==> src/rtl/tcp_passive_open_responder_unit_defines.svh <==
// ----------------------------------------------------------------------------
// TCP passive-open responder: assertion macros
// Shared assertion forms, clocked on clk and disabled while rst_n is low.
// ----------------------------------------------------------------------------
`ifndef TCP_PASSIVE_OPEN_RESPONDER_UNIT_DEFINES_SVH
`define TCP_PASSIVE_OPEN_RESPONDER_UNIT_DEFINES_SVH

// same-cycle implication
`define TCPR_ASSERT_IMPL(label, ante, cons, msg) \
    label: assert property (@(posedge clk) disable iff (!rst_n) (ante) |-> (cons)) \
        else $error(msg);

// next-cycle implication
`define TCPR_ASSERT_NEXT(label, ante, cons, msg) \
    label: assert property (@(posedge clk) disable iff (!rst_n) (ante) |=> (cons)) \
        else $error(msg);

`endif

==> src/rtl/tcpr_pkg.sv <==
// ----------------------------------------------------------------------------
// TCP passive-open responder package
// Shared types and protocol constants.
// ----------------------------------------------------------------------------
package tcpr_pkg;

    localparam logic [7:0]  FLAG_FIN    = 8'h01;
    localparam logic [7:0]  FLAG_SYN    = 8'h02;
    localparam logic [7:0]  FLAG_ACK    = 8'h10;
    localparam logic [7:0]  FLAGS_SYNACK = 8'h12;
    localparam logic [7:0]  FLAGS_FINACK = 8'h11;

    localparam int unsigned FLAG_FIN_BIT = 0;
    localparam int unsigned FLAG_SYN_BIT = 1;
    localparam int unsigned FLAG_ACK_BIT = 4;

    localparam logic [15:0] HDR_BYTES    = 16'd20;
    localparam logic [15:0] WINDOW_VALUE = 16'hFFFF;
    localparam logic [15:0] PROTO_TCP    = 16'd6;
    localparam logic [15:0] OFFSET_WORD  = 16'h5000;

    localparam logic [31:0] LOCAL_ADDR_RESET  = 32'd0;
    localparam logic [15:0] LISTEN_PORT_RESET = 16'd80;
    localparam logic [31:0] INITIAL_SEQ_RESET = 32'd1000;

    localparam logic [1:0]  CFG_LOCAL_ADDR  = 2'd0;
    localparam logic [1:0]  CFG_LISTEN_PORT = 2'd1;
    localparam logic [1:0]  CFG_INITIAL_SEQ = 2'd2;

    localparam int unsigned QUEUE_DEPTH = 2;

    typedef enum logic [2:0] {
        PH_CLOSED      = 3'b001,
        PH_SYN_RCVD    = 3'b010,
        PH_ESTABLISHED = 3'b100
    } phase_t;

    // one segment's worth of replies; a second reply is always FIN+ACK
    typedef struct packed {
        logic [31:0] addr;
        logic [15:0] from_port;
        logic [15:0] to_port;
        logic [31:0] seq;
        logic [31:0] ack_first;
        logic [31:0] ack_second;
        logic [7:0]  flags_first;
        logic        two;
    } job_t;

    typedef struct packed {
        logic [31:0] addr;
        logic [15:0] from_port;
        logic [15:0] to_port;
        logic [31:0] seq;
        logic [31:0] ack;
        logic [7:0]  flags;
        logic        last;
    } reply_t;

    typedef struct packed {
        logic [31:0] local_addr;
        logic [15:0] listen_port;
        logic [31:0] initial_seq;
    } cfg_t;

endpackage

==> src/rtl/tcpr_front.sv <==
// ----------------------------------------------------------------------------
// TCP responder front end
// Accepts segments, runs the connection record and queues reply jobs.
// ----------------------------------------------------------------------------
module tcpr_front
    import tcpr_pkg::*;
(
    input  logic        clk,
    input  logic        rst_n,
    input  cfg_t        cfg,
    input  logic        seg_valid,
    output logic        seg_ready,
    input  logic [31:0] remote_addr,
    input  logic [15:0] source_port,
    input  logic [15:0] dest_port,
    input  logic [31:0] segment_seq,
    input  logic [7:0]  segment_flags,
    input  logic [3:0]  header_words,
    input  logic [15:0] segment_length,
    input  logic        q_ready,
    output logic        push,
    output job_t        job
);

    phase_t      phase_reg, phase_next, phase_acked;
    logic [31:0] peer_addr_reg, peer_addr_next;
    logic [15:0] peer_port_reg, peer_port_next;
    logic [15:0] own_port_reg, own_port_next;
    logic [31:0] send_seq_reg, send_seq_next;

    logic        accept;
    logic        handled;
    logic        is_syn;
    logic        is_fin;
    logic        has_data;
    logic [15:0] hdr_len;
    logic [15:0] data_len;
    logic [31:0] seq_plus_one;

    assign seg_ready = q_ready;
    assign accept    = seg_valid && seg_ready;

    always_comb
    begin
        hdr_len      = {10'd0, header_words, 2'b00};
        data_len     = segment_length - hdr_len;
        seq_plus_one = segment_seq + 32'd1;
        handled      = (segment_length >= HDR_BYTES) && (dest_port == cfg.listen_port);
        is_syn       = segment_flags[FLAG_SYN_BIT] && !segment_flags[FLAG_ACK_BIT];
        is_fin       = segment_flags[FLAG_FIN_BIT];
        phase_acked  = (segment_flags[FLAG_ACK_BIT] && phase_reg == PH_SYN_RCVD)
                     ? PH_ESTABLISHED : phase_reg;
        has_data     = (phase_acked == PH_ESTABLISHED) && (segment_length > hdr_len);

        job.addr        = peer_addr_reg;
        job.from_port   = own_port_reg;
        job.to_port     = peer_port_reg;
        job.seq         = send_seq_reg;
        job.ack_first   = seq_plus_one;
        job.ack_second  = seq_plus_one;
        job.flags_first = FLAGS_FINACK;
        job.two         = 1'b0;

        phase_next     = phase_reg;
        peer_addr_next = peer_addr_reg;
        peer_port_next = peer_port_reg;
        own_port_next  = own_port_reg;
        send_seq_next  = send_seq_reg;

        if (is_syn)
        begin
            job.addr        = remote_addr;
            job.from_port   = dest_port;
            job.to_port     = source_port;
            job.seq         = cfg.initial_seq;
            job.flags_first = FLAGS_SYNACK;
            if (accept && handled)
            begin
                phase_next     = PH_SYN_RCVD;
                peer_addr_next = remote_addr;
                peer_port_next = source_port;
                own_port_next  = dest_port;
                send_seq_next  = cfg.initial_seq + 32'd1;
            end
        end
        else
        begin
            if (has_data)
            begin
                job.ack_first   = segment_seq + {16'd0, data_len};
                job.flags_first = FLAG_ACK;
                job.two         = is_fin;
            end
            if (accept && handled)
            begin
                phase_next = is_fin ? PH_CLOSED : phase_acked;
            end
        end

        push = accept && handled && (is_syn || has_data || is_fin);
    end

    always_ff @(posedge clk or negedge rst_n)
    begin
        if (!rst_n)
        begin
            phase_reg     <= PH_CLOSED;
            peer_addr_reg <= '0;
            peer_port_reg <= '0;
            own_port_reg  <= '0;
            send_seq_reg  <= '0;
        end
        else
        begin
            phase_reg     <= phase_next;
            peer_addr_reg <= peer_addr_next;
            peer_port_reg <= peer_port_next;
            own_port_reg  <= own_port_next;
            send_seq_reg  <= send_seq_next;
        end
    end

endmodule

==> src/rtl/tcpr_queue.sv <==
// ----------------------------------------------------------------------------
// TCP responder job queue
// Two-entry FIFO between the front end and the reply builder.
// ----------------------------------------------------------------------------
`include "tcp_passive_open_responder_unit_defines.svh"

module tcpr_queue
    import tcpr_pkg::*;
(
    input  logic clk,
    input  logic rst_n,
    input  logic push,
    input  job_t push_job,
    output logic ready,
    input  logic pop,
    output logic head_valid,
    output job_t head
);

    job_t       mem_reg [QUEUE_DEPTH];
    logic       wr_ptr_reg, wr_ptr_next;
    logic       rd_ptr_reg, rd_ptr_next;
    logic [1:0] count_reg, count_next;

    assign ready      = (count_reg != 2'(QUEUE_DEPTH));
    assign head_valid = (count_reg != 2'd0);
    assign head       = mem_reg[rd_ptr_reg];

    always_comb
    begin
        wr_ptr_next = push ? ~wr_ptr_reg : wr_ptr_reg;
        rd_ptr_next = pop ? ~rd_ptr_reg : rd_ptr_reg;
        count_next  = count_reg + {1'b0, push} - {1'b0, pop};
    end

    always_ff @(posedge clk or negedge rst_n)
    begin
        if (!rst_n)
        begin
            wr_ptr_reg <= 1'b0;
            rd_ptr_reg <= 1'b0;
            count_reg  <= 2'd0;
        end
        else
        begin
            wr_ptr_reg <= wr_ptr_next;
            rd_ptr_reg <= rd_ptr_next;
            count_reg  <= count_next;
        end
    end

    always_ff @(posedge clk)
    begin
        if (push)
        begin
            mem_reg[wr_ptr_reg] <= push_job;
        end
    end

    `TCPR_ASSERT_IMPL(a_no_overflow, push, ready, "job pushed into full queue")
    `TCPR_ASSERT_IMPL(a_no_underflow, pop, head_valid, "job popped from empty queue")
    `TCPR_ASSERT_NEXT(a_count_up, push && !pop, count_reg == $past(count_reg) + 2'd1, "queue count did not rise")

endmodule

==> src/rtl/tcpr_back.sv <==
// ----------------------------------------------------------------------------
// TCP responder back end
// Expands queued jobs into reply headers and computes their checksums.
// ----------------------------------------------------------------------------
`include "tcp_passive_open_responder_unit_defines.svh"

module tcpr_back
    import tcpr_pkg::*;
(
    input  logic        clk,
    input  logic        rst_n,
    input  logic [31:0] local_addr,
    input  logic        head_valid,
    input  job_t        head,
    output logic        pop,
    output logic        out_valid,
    input  logic        out_ready,
    output reply_t      out_reply,
    output logic [15:0] out_checksum
);

    logic        part_reg, part_next;
    logic        s1_valid_reg, s1_valid_next;
    reply_t      s1_reply_reg;
    logic [19:0] s1_sum_reg;
    logic        s2_valid_reg, s2_valid_next;
    reply_t      s2_reply_reg;
    logic [15:0] s2_csum_reg;

    reply_t      cur;
    logic        s1_ready;
    logic        s2_ready;
    logic        s1_load;
    logic [19:0] cur_sum;
    logic [16:0] fold1;
    logic [15:0] fold2;

    always_comb
    begin
        cur.addr      = head.addr;
        cur.from_port = head.from_port;
        cur.to_port   = head.to_port;
        cur.seq       = head.seq;
        cur.ack       = part_reg ? head.ack_second : head.ack_first;
        cur.flags     = part_reg ? FLAGS_FINACK : head.flags_first;
        cur.last      = part_reg || !head.two;

        cur_sum = 20'(local_addr[31:16]) + 20'(local_addr[15:0])
                + 20'(cur.addr[31:16])   + 20'(cur.addr[15:0])
                + 20'(PROTO_TCP)         + 20'(HDR_BYTES)
                + 20'(cur.from_port)     + 20'(cur.to_port)
                + 20'(cur.seq[31:16])    + 20'(cur.seq[15:0])
                + 20'(cur.ack[31:16])    + 20'(cur.ack[15:0])
                + 20'(OFFSET_WORD | {8'd0, cur.flags})
                + 20'(WINDOW_VALUE);

        s2_ready = !s2_valid_reg || out_ready;
        s1_ready = !s1_valid_reg || s2_ready;
        s1_load  = head_valid && s1_ready;
        pop      = s1_load && cur.last;

        part_next     = s1_load ? !cur.last : part_reg;
        s1_valid_next = s1_ready ? head_valid : s1_valid_reg;
        s2_valid_next = s2_ready ? s1_valid_reg : s2_valid_reg;

        fold1 = 17'(s1_sum_reg[15:0]) + 17'(s1_sum_reg[19:16]);
        fold2 = fold1[15:0] + 16'(fold1[16]);
    end

    always_ff @(posedge clk or negedge rst_n)
    begin
        if (!rst_n)
        begin
            part_reg     <= 1'b0;
            s1_valid_reg <= 1'b0;
            s2_valid_reg <= 1'b0;
        end
        else
        begin
            part_reg     <= part_next;
            s1_valid_reg <= s1_valid_next;
            s2_valid_reg <= s2_valid_next;
        end
    end

    always_ff @(posedge clk)
    begin
        if (s1_load)
        begin
            s1_reply_reg <= cur;
            s1_sum_reg   <= cur_sum;
        end
        if (s2_ready && s1_valid_reg)
        begin
            s2_reply_reg <= s1_reply_reg;
            s2_csum_reg  <= ~fold2;
        end
    end

    assign out_valid    = s2_valid_reg;
    assign out_reply    = s2_reply_reg;
    assign out_checksum = s2_csum_reg;

    `TCPR_ASSERT_IMPL(a_part_holds_job, part_reg, head_valid && head.two, "second reply without two-reply job")
    `TCPR_ASSERT_NEXT(a_second_follows, s1_load && !cur.last, part_reg, "second reply not selected")

endmodule

==> src/rtl/tcp_passive_open_responder_unit.sv <==
// ----------------------------------------------------------------------------
// TCP passive-open responder
// Keeps one connection record and answers SYN, data and FIN segments with
// checksummed 20-byte reply headers.
// ----------------------------------------------------------------------------
// The front end takes one segment per cycle while its two-entry job queue
// has room, updating the connection record in that cycle; the reply builder
// emits one reply header per cycle while the master side is ready; a segment
// with two replies (data with FIN) keeps its job at the queue head for both.
// A reply reaches the master side after its job passes the queue and the
// checksum adder and its fold, which take one pipeline stage each.
// Configuration is taken every cycle and must be written while idle.
module tcp_passive_open_responder_unit
    import tcpr_pkg::*;
(
    input  logic         clk,
    input  logic         rst_n,
    input  logic         cfg_valid,
    output logic         cfg_ready,
    input  logic [1:0]   cfg_index,
    input  logic [31:0]  cfg_data,
    input  logic         s_tvalid,
    output logic         s_tready,
    // remote_addr, source_port, dest_port, segment_seq, segment_flags,
    // header_words, segment_length, 4 zero bits
    input  logic [127:0] s_tdata,
    output logic         m_tvalid,
    input  logic         m_tready,
    // reply_addr, reply_src_port, reply_dst_port, reply_seq, reply_ack,
    // reply_flags, reply_checksum
    output logic [151:0] m_tdata,
    output logic         m_tlast
);

    cfg_t        cfg_reg, cfg_next;
    logic        push;
    job_t        push_job;
    logic        q_ready;
    logic        pop;
    logic        head_valid;
    job_t        head;
    reply_t      reply;
    logic [15:0] checksum;

    assign cfg_ready = 1'b1;

    always_comb
    begin
        cfg_next = cfg_reg;
        if (cfg_valid && cfg_ready)
        begin
            unique case (cfg_index)
                CFG_LOCAL_ADDR:  cfg_next.local_addr  = cfg_data;
                CFG_LISTEN_PORT: cfg_next.listen_port = cfg_data[15:0];
                CFG_INITIAL_SEQ: cfg_next.initial_seq = cfg_data;
                default:         cfg_next = cfg_reg;
            endcase
        end
    end

    always_ff @(posedge clk or negedge rst_n)
    begin
        if (!rst_n)
        begin
            cfg_reg.local_addr  <= LOCAL_ADDR_RESET;
            cfg_reg.listen_port <= LISTEN_PORT_RESET;
            cfg_reg.initial_seq <= INITIAL_SEQ_RESET;
        end
        else
        begin
            cfg_reg <= cfg_next;
        end
    end

    tcpr_front u_front (
        .clk            (clk),
        .rst_n          (rst_n),
        .cfg            (cfg_reg),
        .seg_valid      (s_tvalid),
        .seg_ready      (s_tready),
        .remote_addr    (s_tdata[31:0]),
        .source_port    (s_tdata[47:32]),
        .dest_port      (s_tdata[63:48]),
        .segment_seq    (s_tdata[95:64]),
        .segment_flags  (s_tdata[103:96]),
        .header_words   (s_tdata[107:104]),
        .segment_length (s_tdata[123:108]),
        .q_ready        (q_ready),
        .push           (push),
        .job            (push_job)
    );

    tcpr_queue u_queue (
        .clk        (clk),
        .rst_n      (rst_n),
        .push       (push),
        .push_job   (push_job),
        .ready      (q_ready),
        .pop        (pop),
        .head_valid (head_valid),
        .head       (head)
    );

    tcpr_back u_back (
        .clk          (clk),
        .rst_n        (rst_n),
        .local_addr   (cfg_reg.local_addr),
        .head_valid   (head_valid),
        .head         (head),
        .pop          (pop),
        .out_valid    (m_tvalid),
        .out_ready    (m_tready),
        .out_reply    (reply),
        .out_checksum (checksum)
    );

    assign m_tdata = {checksum, reply.flags, reply.ack, reply.seq,
                      reply.to_port, reply.from_port, reply.addr};
    assign m_tlast = reply.last;

endmodule

==> config.mk <==
export PLATFORM = sky130hd
export DESIGN_NAME = tcp_passive_open_responder_unit
export DESIGN_NICKNAME = d
export VERILOG_FILES = /design/src/rtl/tcpr_pkg.sv /design/src/rtl/tcpr_front.sv /design/src/rtl/tcpr_queue.sv /design/src/rtl/tcpr_back.sv /design/src/rtl/tcp_passive_open_responder_unit.sv
export VERILOG_INCLUDE_DIRS = /design/src /design/src/rtl
export SDC_FILE = /design/constraint.sdc
export NUM_CORES = 1
export LEC_CHECK = 0
export BUFFER_PORTS_ARGS = -buffer_cell sky130_fd_sc_hd__buf_4
export CAP_MARGIN = 20
export CORE_MARGIN = 2
export CORE_UTILIZATION = 50
export CTS_BUF_LIST = sky130_fd_sc_hd__clkbuf_2 sky130_fd_sc_hd__clkbuf_4 sky130_fd_sc_hd__clkbuf_8
export DETAILED_ROUTE_END_ITERATION = 10
export GPL_TIMING_DRIVEN = 0
export PLACE_DENSITY = 0.75
export SYNTH_ARGS = -nofsm -noshare
export SYNTH_HDL_FRONTEND = slang
export SYNTH_HIERARCHICAL = 1
export SYNTH_SLANG_ARGS = --single-unit
==> constraint.sdc <==
create_clock -name clk -period 9.1 [get_ports clk]
set_input_delay 0.455 -clock clk [delete_from_list [all_inputs] [get_ports clk]]
set_output_delay 0.455 -clock clk [all_outputs]
set_load 0.02 [all_outputs]
==> results of run 1 <==
==> path summary, 6_finish.rpt <==
check	end	start	depth (start not counted)	slack [ps]
max	u_back/s1_sum_reg[18]	u_back/part_reg	17	2330
min	u_queue/mem_reg[0][72]	s_tdata[95]	2	70
max in group asynchronous	u_front/peer_addr_reg[16]	rst_n	3	7750
min in group asynchronous	u_front/peer_port_reg[8]	rst_n	2	250
max reg2reg	u_back/s1_sum_reg[18]	u_back/part_reg	17	2330
min reg2reg	u_back/out_reply[86]	u_back/s1_reply_reg[86]	0	410
==> critical path: cells and delay by family, from the launching register on <==
| kind | cells | cell delay [ps] |
|---|---|---|
| AO/OA/AOI/OAI | 2 | 710 |
| adder cells (fa/ha/maj) | 6 | 3110 |
| buffers and inverters | 5 | 1090 |
| flip-flops | 1 | 320 |
| multiplexers | 1 | 470 |
| AND/OR/NAND/NOR | 3 | 820 |
==> cells by family (layout without fill, tap and decap cells) <==
kind of cell	Yosys count	count (layout)	synth area share
flip-flops	834	834	0.6172
other	3	8	0.0002881
XOR/XNOR	155	155	0.03531
AO/OA/AOI/OAI	177	177	0.02836
adder cells (fa/ha/maj)	209	209	0.09322
multiplexers	450	450	0.1392
buffers and inverters	372	1057	0.04098
AND/OR/NAND/NOR	336	336	0.04536
==> per-layer routing <==
layer,share of wire,GRT usage,vias to the layer above
met5,0.00043,0,-
met4,0.032,0.09034,8
met3,0.069,0.05056,166
met2,0.48,0.3935,867
met1,0.42,0.3353,11590
li1,-,-,10160
==> cells in the mapped netlist (3+ instances only) <==
cell	instances	area [sq um]
nor2_1	42	157.7
a2111oi_0	4	35.03
o31ai_1	7	52.55
o211ai_1	5	37.54
dfrtp_1	177	4429
nand2b_1	17	106.4
o21bai_1	4	30.03
a21boi_0	5	37.54
xnor2_1	77	674.4
o21ai_0	71	355.3
ha_1	72	900.9
nor4_1	11	68.82
mux2_2	343	3862
and3_1	25	156.4
a21o_1	7	52.55
nor3_1	18	90.09
nand2_1	103	386.6
buf_4	24	180.2
buf_2	13	65.06
a211oi_1	6	45.04
fa_1	137	2743
o21a_1	5	37.54
nor4_2	3	37.54
inv_1	295	1107
a21oi_1	38	190.2
edfxtp_1	648	19460
mux2i_1	4	40.04
xor2_1	76	665.6
clkbuf_1	24	90.09
mux2_4	101	1516
and2_1	9	56.30
nand4_1	21	131.4
buf_6	13	146.4
a31oi_1	5	31.28
nor2b_1	18	112.6
dfstp_2	9	236.5
nor3b_1	3	22.52
or2_2	5	31.28
nand3_1	37	185.2
and4_1	5	43.79
conb_1	3	11.26
==> layout make-up <==
cell class	count	area [sq um]	area share
Sequential cell	834	24120	0.5125
Clock buffer	208	2531	0.05377
Clock inverter	43	357.8	0.007601
Antenna cell	1	2.502	0.00005316
Tap cell	1040	1301	0.02764
Timing Repair Buffer	434	3759	0.07984
Multi-Input combinational cell	1334	13390	0.2845
Inverter	295	1115	0.02368
Buffer	77	494.2	0.01050
==> metrics by stage <==
| step | area, sq um | hold slack (ps) | setup TNS [ps] |
|---|---|---|---|
| final | 47080 | 67.56 | 0 |
| after global routing | 47080 | 31.17 | 0 |
| after CTS | 47070 | 1.071 | 0 |
| after detailed placement | 43110 | 404.5 | 0 |
| after global placement | 42720 | 402.9 | -641410 |
| after floorplan | 39100 | 159.4 | 0 |
==> repair_timing <==
item,4_1_cts,5_1_grt
hold buffers,107,0
setup endpoints to repair,0,0
endpoints found under the hold margin,365,0
==> summary.txt, run 1 <==
Place
  • Place WS: 2388 ps
  • PortBufs: slightly above 300
  • DP HPWL: approximately 74000 um
  • Inst Count DP: 3907
  • Gpl congestion: 0.9234

Detailed routing
  • DRC: 0
  • Routed via count: between 20000 and 25000
  • Mean routed wirelength per cell: 23.09 um
  • Final wirelength: between 90000 and 100000 um
  • Drt via density: 5.342
  • First-pass DRT Iterations: 6
  • Initial drt markers: 2128
  • Antenna-violating nets left: 0

Logic synthesis
  • Yosys cell types: 78
  • EDFF count, synth: 648
  • Synth Instances: 2536
  • Mapped Area: around 39000 sq um
  • Mean Syn Cell Area: 15.41 sq um
  • Yosys warnings: 6
  • Sequential-to-total area share from yosys stat: 0.6172
  • Synthesized flop and latch total: about 830
  • Post-synthesis async set-or-reset flop share: 0.2230
  • Ys flop type: edfxtp_1

STA
  • Worst-margin pin slew: 985.3 ps
  • Min setup slack post-route: 2328 ps
  • F_max: between 0.1 and 0.15 GHz
  • RSZ-0062 raised after global routing: no
  • Setup violators final: 0
  • Slew Viols, Final: 0
  • Skew final: around 45 ps
  • Fin. Hold Viols: 0
  • Max transition margin: 0.3432
  • Post-route clock period utilization: 0.7442
  • Tmin final: 6772 ps

Clock tree
  • CTS H-tree depth: 4
  • Clock Path Buffers: 3
  • CTS resizes: 0
  • Clk_lat worst skew: around 800 ps
  • Setup bufs post-CTS: 0
  • Clock Root Buffer: clkbuf_8
  • CTS clk-pin slew, worst paths: roughly 60 ps
  • TritonCTS Sinks: roughly 830
  • CTS tree: yes
  • Num CTS Buffers: 137

Critical path
  • Crit path top cell by count: fa_1
  • Crit path kind: register to register
  • Crit start category: register
  • Slowest-stage cell, CP: buf_1
  • Crit path DAT: roughly 7300 ps
  • CP Cell Sequence: clkbuf_1 -> buf_1 -> mux2_2 -> fa_1 -> fa_1 -> fa_1 -> fa_1 -> inv_1 -> fa_1 -> inv_1 -> ha_1 -> inv_1 -> nor4_1 -> nand4_1 -> a211oi_1 -> nor3_1 -> a2111o_1
  • CP peak stage delay: 680 ps
  • CP Capture Type: register
  • Crit-path max FO: 10
  • Required @ worst endpoint: 9630 ps

Die
  • IO Pins: between 300 and 400
  • Die Width: 283.6 um
  • DIE AREA: 80420 sq um
  • Core Region: 77470 sq um
  • Die Ht: about 280 um
  • Rows: 102
  • Initial cell density of the core: 0.5045

Layout
  • Filler instances: approximately 5800
  • Most common cell after layout, fill and taps aside: edfxtp_1
  • Commonest non-fill, non-tap cells in the layout: 648 x edfxtp_1, 343 x mux2_2, 332 x buf_4
  • Nets: around 3500
  • Share of layout cells above drive strength 1: 0.3398
  • Post-Layout Cell Count: ~4300
  • Post-layout util: 0.6077
  • Max reg flops: 338
  • Area grow syn2layout: 20.45%

Status
  • Outcome: completed

Global routing
  • Gr usage total: 0.2462
  • Grt total ovfl: 0
  • Vias in the first global route: between 20000 and 25000
  • Initial antenna violation count: 9
  • Largest net degree at the start of global routing: 117
  • First-pass GRT wire length: 146600 um

Min path
  • Hold Path Class: primary input to register

Job
  • Max Cap Violations: 0
Power of run 1 is not shown: default switching activity piles up to over one toggle a cycle in this logic, so the estimate is an artifact.
==> run 2, diff against run 1 <==
--- a/config.mk
+++ b/config.mk
@@ -6,6 +6,7 @@
 export SDC_FILE = /design/constraint.sdc
 export NUM_CORES = 1
 export LEC_CHECK = 0
+export ABC_AREA = 1
 export BUFFER_PORTS_ARGS = -buffer_cell sky130_fd_sc_hd__buf_4
 export CAP_MARGIN = 20
 export CORE_MARGIN = 2
==> constraint.sdc (replaced) <==
create_clock -name clk -period 5.5 [get_ports clk]
set_input_delay 0.275 -clock clk [delete_from_list [all_inputs] [get_ports clk]]
set_output_delay 0.275 -clock clk [all_outputs]
set_load 0.02 [all_outputs]
==> summary.txt, run 2 <==
Detailed routing
  • Antenna-violating nets left: 0
  • Final wirelength: 117500 um
  • DRC: 0
  • Drt via density: 5.246
  • Initial drt markers: between 3000 and 4000
  • Routed via count: 30390
  • Mean routed wirelength per cell: approximately 20 um
  • First-pass DRT Iterations: 6

Global routing
  • Grt total ovfl: 0
  • Initial antenna violation count: 3
  • First-pass GRT wire length: 175700 um
  • Largest net degree at the start of global routing: 101
  • Gr usage total: 0.2782
  • Vias in the first global route: roughly 30000

Critical path
  • Crit start category: register
  • Crit path DAT: 6100 ps
  • Required @ worst endpoint: 6030 ps
  • Critical register-to-register path startpoint: u_queue/rd_ptr_reg
  • Critical path origin: u_queue/rd_ptr_reg
  • Reg-to-Reg End: u_back/s1_sum_reg[14]
  • Reg2Reg Depth: 24
  • Crit-path max FO: 10
  • Crit path kind: register to register
  • CP Capture Type: register
  • Worst reg-to-reg setup slack: -70 ps

STA
  • Post-route clock period utilization: 1.013
  • Worst-margin pin slew: 1187 ps
  • Max transition margin: 0.2085
  • Slew Viols, Final: 0
  • Total negative setup slack: -157.9 ps
  • Tmin final: 5572 ps
  • Min setup slack post-route: -71.78 ps
  • Fin. Hold Viols: 0
  • RSZ-0062 raised after global routing: yes
  • Skew final: 56.46 ps
  • F_max: 0.1795 GHz
  • Setup violators final: 3

Clock tree
  • CTS H-tree depth: 4
  • Clk_lat worst skew: 800 ps
  • Clock Path Buffers: 3
  • CTS tree: yes
  • TritonCTS Sinks: 834
  • Clock Root Buffer: clkbuf_8
  • Num CTS Buffers: 133
  • CTS clk-pin slew, worst paths: roughly 60 ps

Logic synthesis
  • Largest cells by area after synthesis: edfxtp_1 47%, dfrtp_1 11%, nand2_1 9.5%
  • Compound-Gate Fraction of Synth Area: 0.05559
  • Yosys warnings: 6
  • Synth top area share: 0.4727
  • Synth Instances: 3967
  • Adder-cell area share of the yosys netlist: 0.08850
  • Synthesized flop and latch total: 834
  • Mean Syn Cell Area: 10.38 sq um
  • Top cells by count, synth: 1047 x nand2_1, 710 x inv_1, 648 x edfxtp_1
  • EDFF count, synth: 648
  • Post-Synth XOR/XNOR Area: 0.02295
  • Yosys cell types: between 50 and 60
  • Post-synthesis simple-gate area fraction: 0.1587
  • Sequential-to-total area share from yosys stat: 0.5860
  • Ys flop type: edfxtp_1
  • Leading area contributor after synthesis: edfxtp_1
  • Most frequent cell after synthesis: nand2_1
  • Combinational family with the most area after synthesis: simple AND/OR/NAND/NOR gates
  • Post-synthesis async set-or-reset flop share: 0.2230
  • Mapped Area: about 41000 sq um
  • Mux share of post-synthesis cell area: 0

Layout
  • Commonest non-fill, non-tap cells in the layout: 1040 x nand2_1, 700 x inv_1, 648 x edfxtp_1
  • Share of layout cells above drive strength 1: 0.1857
  • Max reg flops: ~340
  • Nets: 4994
  • Filler instances: 6405
  • Area grow syn2layout: 22.67%
  • Most common cell after layout, fill and taps aside: nand2_1

Min path
  • Min-delay src: s_tdata[87]
  • Hold Path Depth: 3
  • Worst hold endpoint: u_queue/mem_reg[1][32]
  • Hold Path Class: primary input to register

Status
  • Outcome: finished, violations left
  • Failing checks: negative setup slack

Die
  • Core Region: 81850 sq um
  • Rows: 105
  • IO Pins: roughly 320
  • Die Width: around 290 um
  • Die Ht: 290.9 um
  • DIE AREA: 84650 sq um
  • Initial cell density of the core: 0.5030

Place
  • PortBufs: 309
  • Gpl congestion: slightly below 1
  • DP HPWL: 88010 um

Job
  • Max Cap Violations: 0
[run 2: through the flow]
step                utilization  hold WS [ps]  cells  worst slack (ps)  cell area (sq um)
floorplan                     -        -20.59   3971             159.2              41200
global placement         0.5481         402.7   5350             -2256              44860
detailed placement       0.5529         348.1   5367            -966.2              45250
CTS                      0.6145         10.67   5788            -8.616              50300
global route             0.6170         45.93   5793            -225.5              50500
finish                   0.6170         78.33   5793            -71.78              50500
[run 2: area by class of cell]
| cell class | count | area, sq um | share of cell area |
|---|---|---|---|
| antenna | 1 | 2.502 | 0.00004955 |
| buffer | 134 | 974.7 | 0.01930 |
| clock buffer | 194 | 2370 | 0.04692 |
| clock inverter | 45 | 427.9 | 0.008473 |
| inverter | 719 | 2711 | 0.05369 |
| multi-input combinational | 2284 | 14030 | 0.2778 |
| sequential | 834 | 24120 | 0.4777 |
| tap | 1070 | 1339 | 0.02651 |
| timing repair buffer | 512 | 4524 | 0.08959 |
[run 2: worst max-delay path: stages, from the launching register on]
cell and delay (ps):
dfrtp_1 340, buf_6 140, buf_12 170, buf_6 160, nand2_1 110, o21ai_4 110, inv_1 90, fa_1 560
inv_2 70, fa_1 520, fa_2 490, fa_1 550, inv_1 60, fa_1 460, inv_1 70, ha_2 170
inv_1 50, fa_2 370, o21ai_4 190, a21oi_4 90, o21ai_2 190, and2_1 170, nor2_1 40, nand2_1 60
nand2_1 50
[run 2: worst max-delay path by stage]
stage,cells after the start,to,slack [ps]
3_3_place_gp,3,u_back/out_reply[85],-2260
2_1_floorplan,23,u_back/s1_sum_reg[14],160
4_1_cts,23,u_back/s1_sum_reg[14],-9
5_1_grt,23,u_back/s1_sum_reg[14],-230
6_report,24,u_back/s1_sum_reg[14],-70
3_5_place_dp,23,u_back/s1_sum_reg[14],-970
[run 2: routing by layer]
metal  GRT usage  up-vias  part of all wire
met4      0.1247        2             0.043
met3     0.05009      245             0.088
met2      0.4453     1495              0.47
met1      0.3733    14560              0.40
li1            -    14090                 -
met5           0        -           0.00010
[run 2: cells by family (layout without fill, tap and decap cells)]
kind of cell | Yosys count | after routing
buffers and inverters | 853 | 1604
AOI/OAI and AO/OA | 442 | 442
other | 3 | 8
and+or+nand+nor | 1519 | 1519
adders and majority gates | 209 | 209
DFF | 834 | 834
xor gates and xnor gates | 107 | 107
[run 2: what timing repair did]
action                                  4_1_cts  5_1_grt
endpoints found under the setup margin       17       11
resized for setup                           173       54
hold endpoints to repair                    428        0
hold buffers                                172        0
pin swaps                                    16        3
setup buffers                                10        4
Power of run 2 is left out for the same reason.
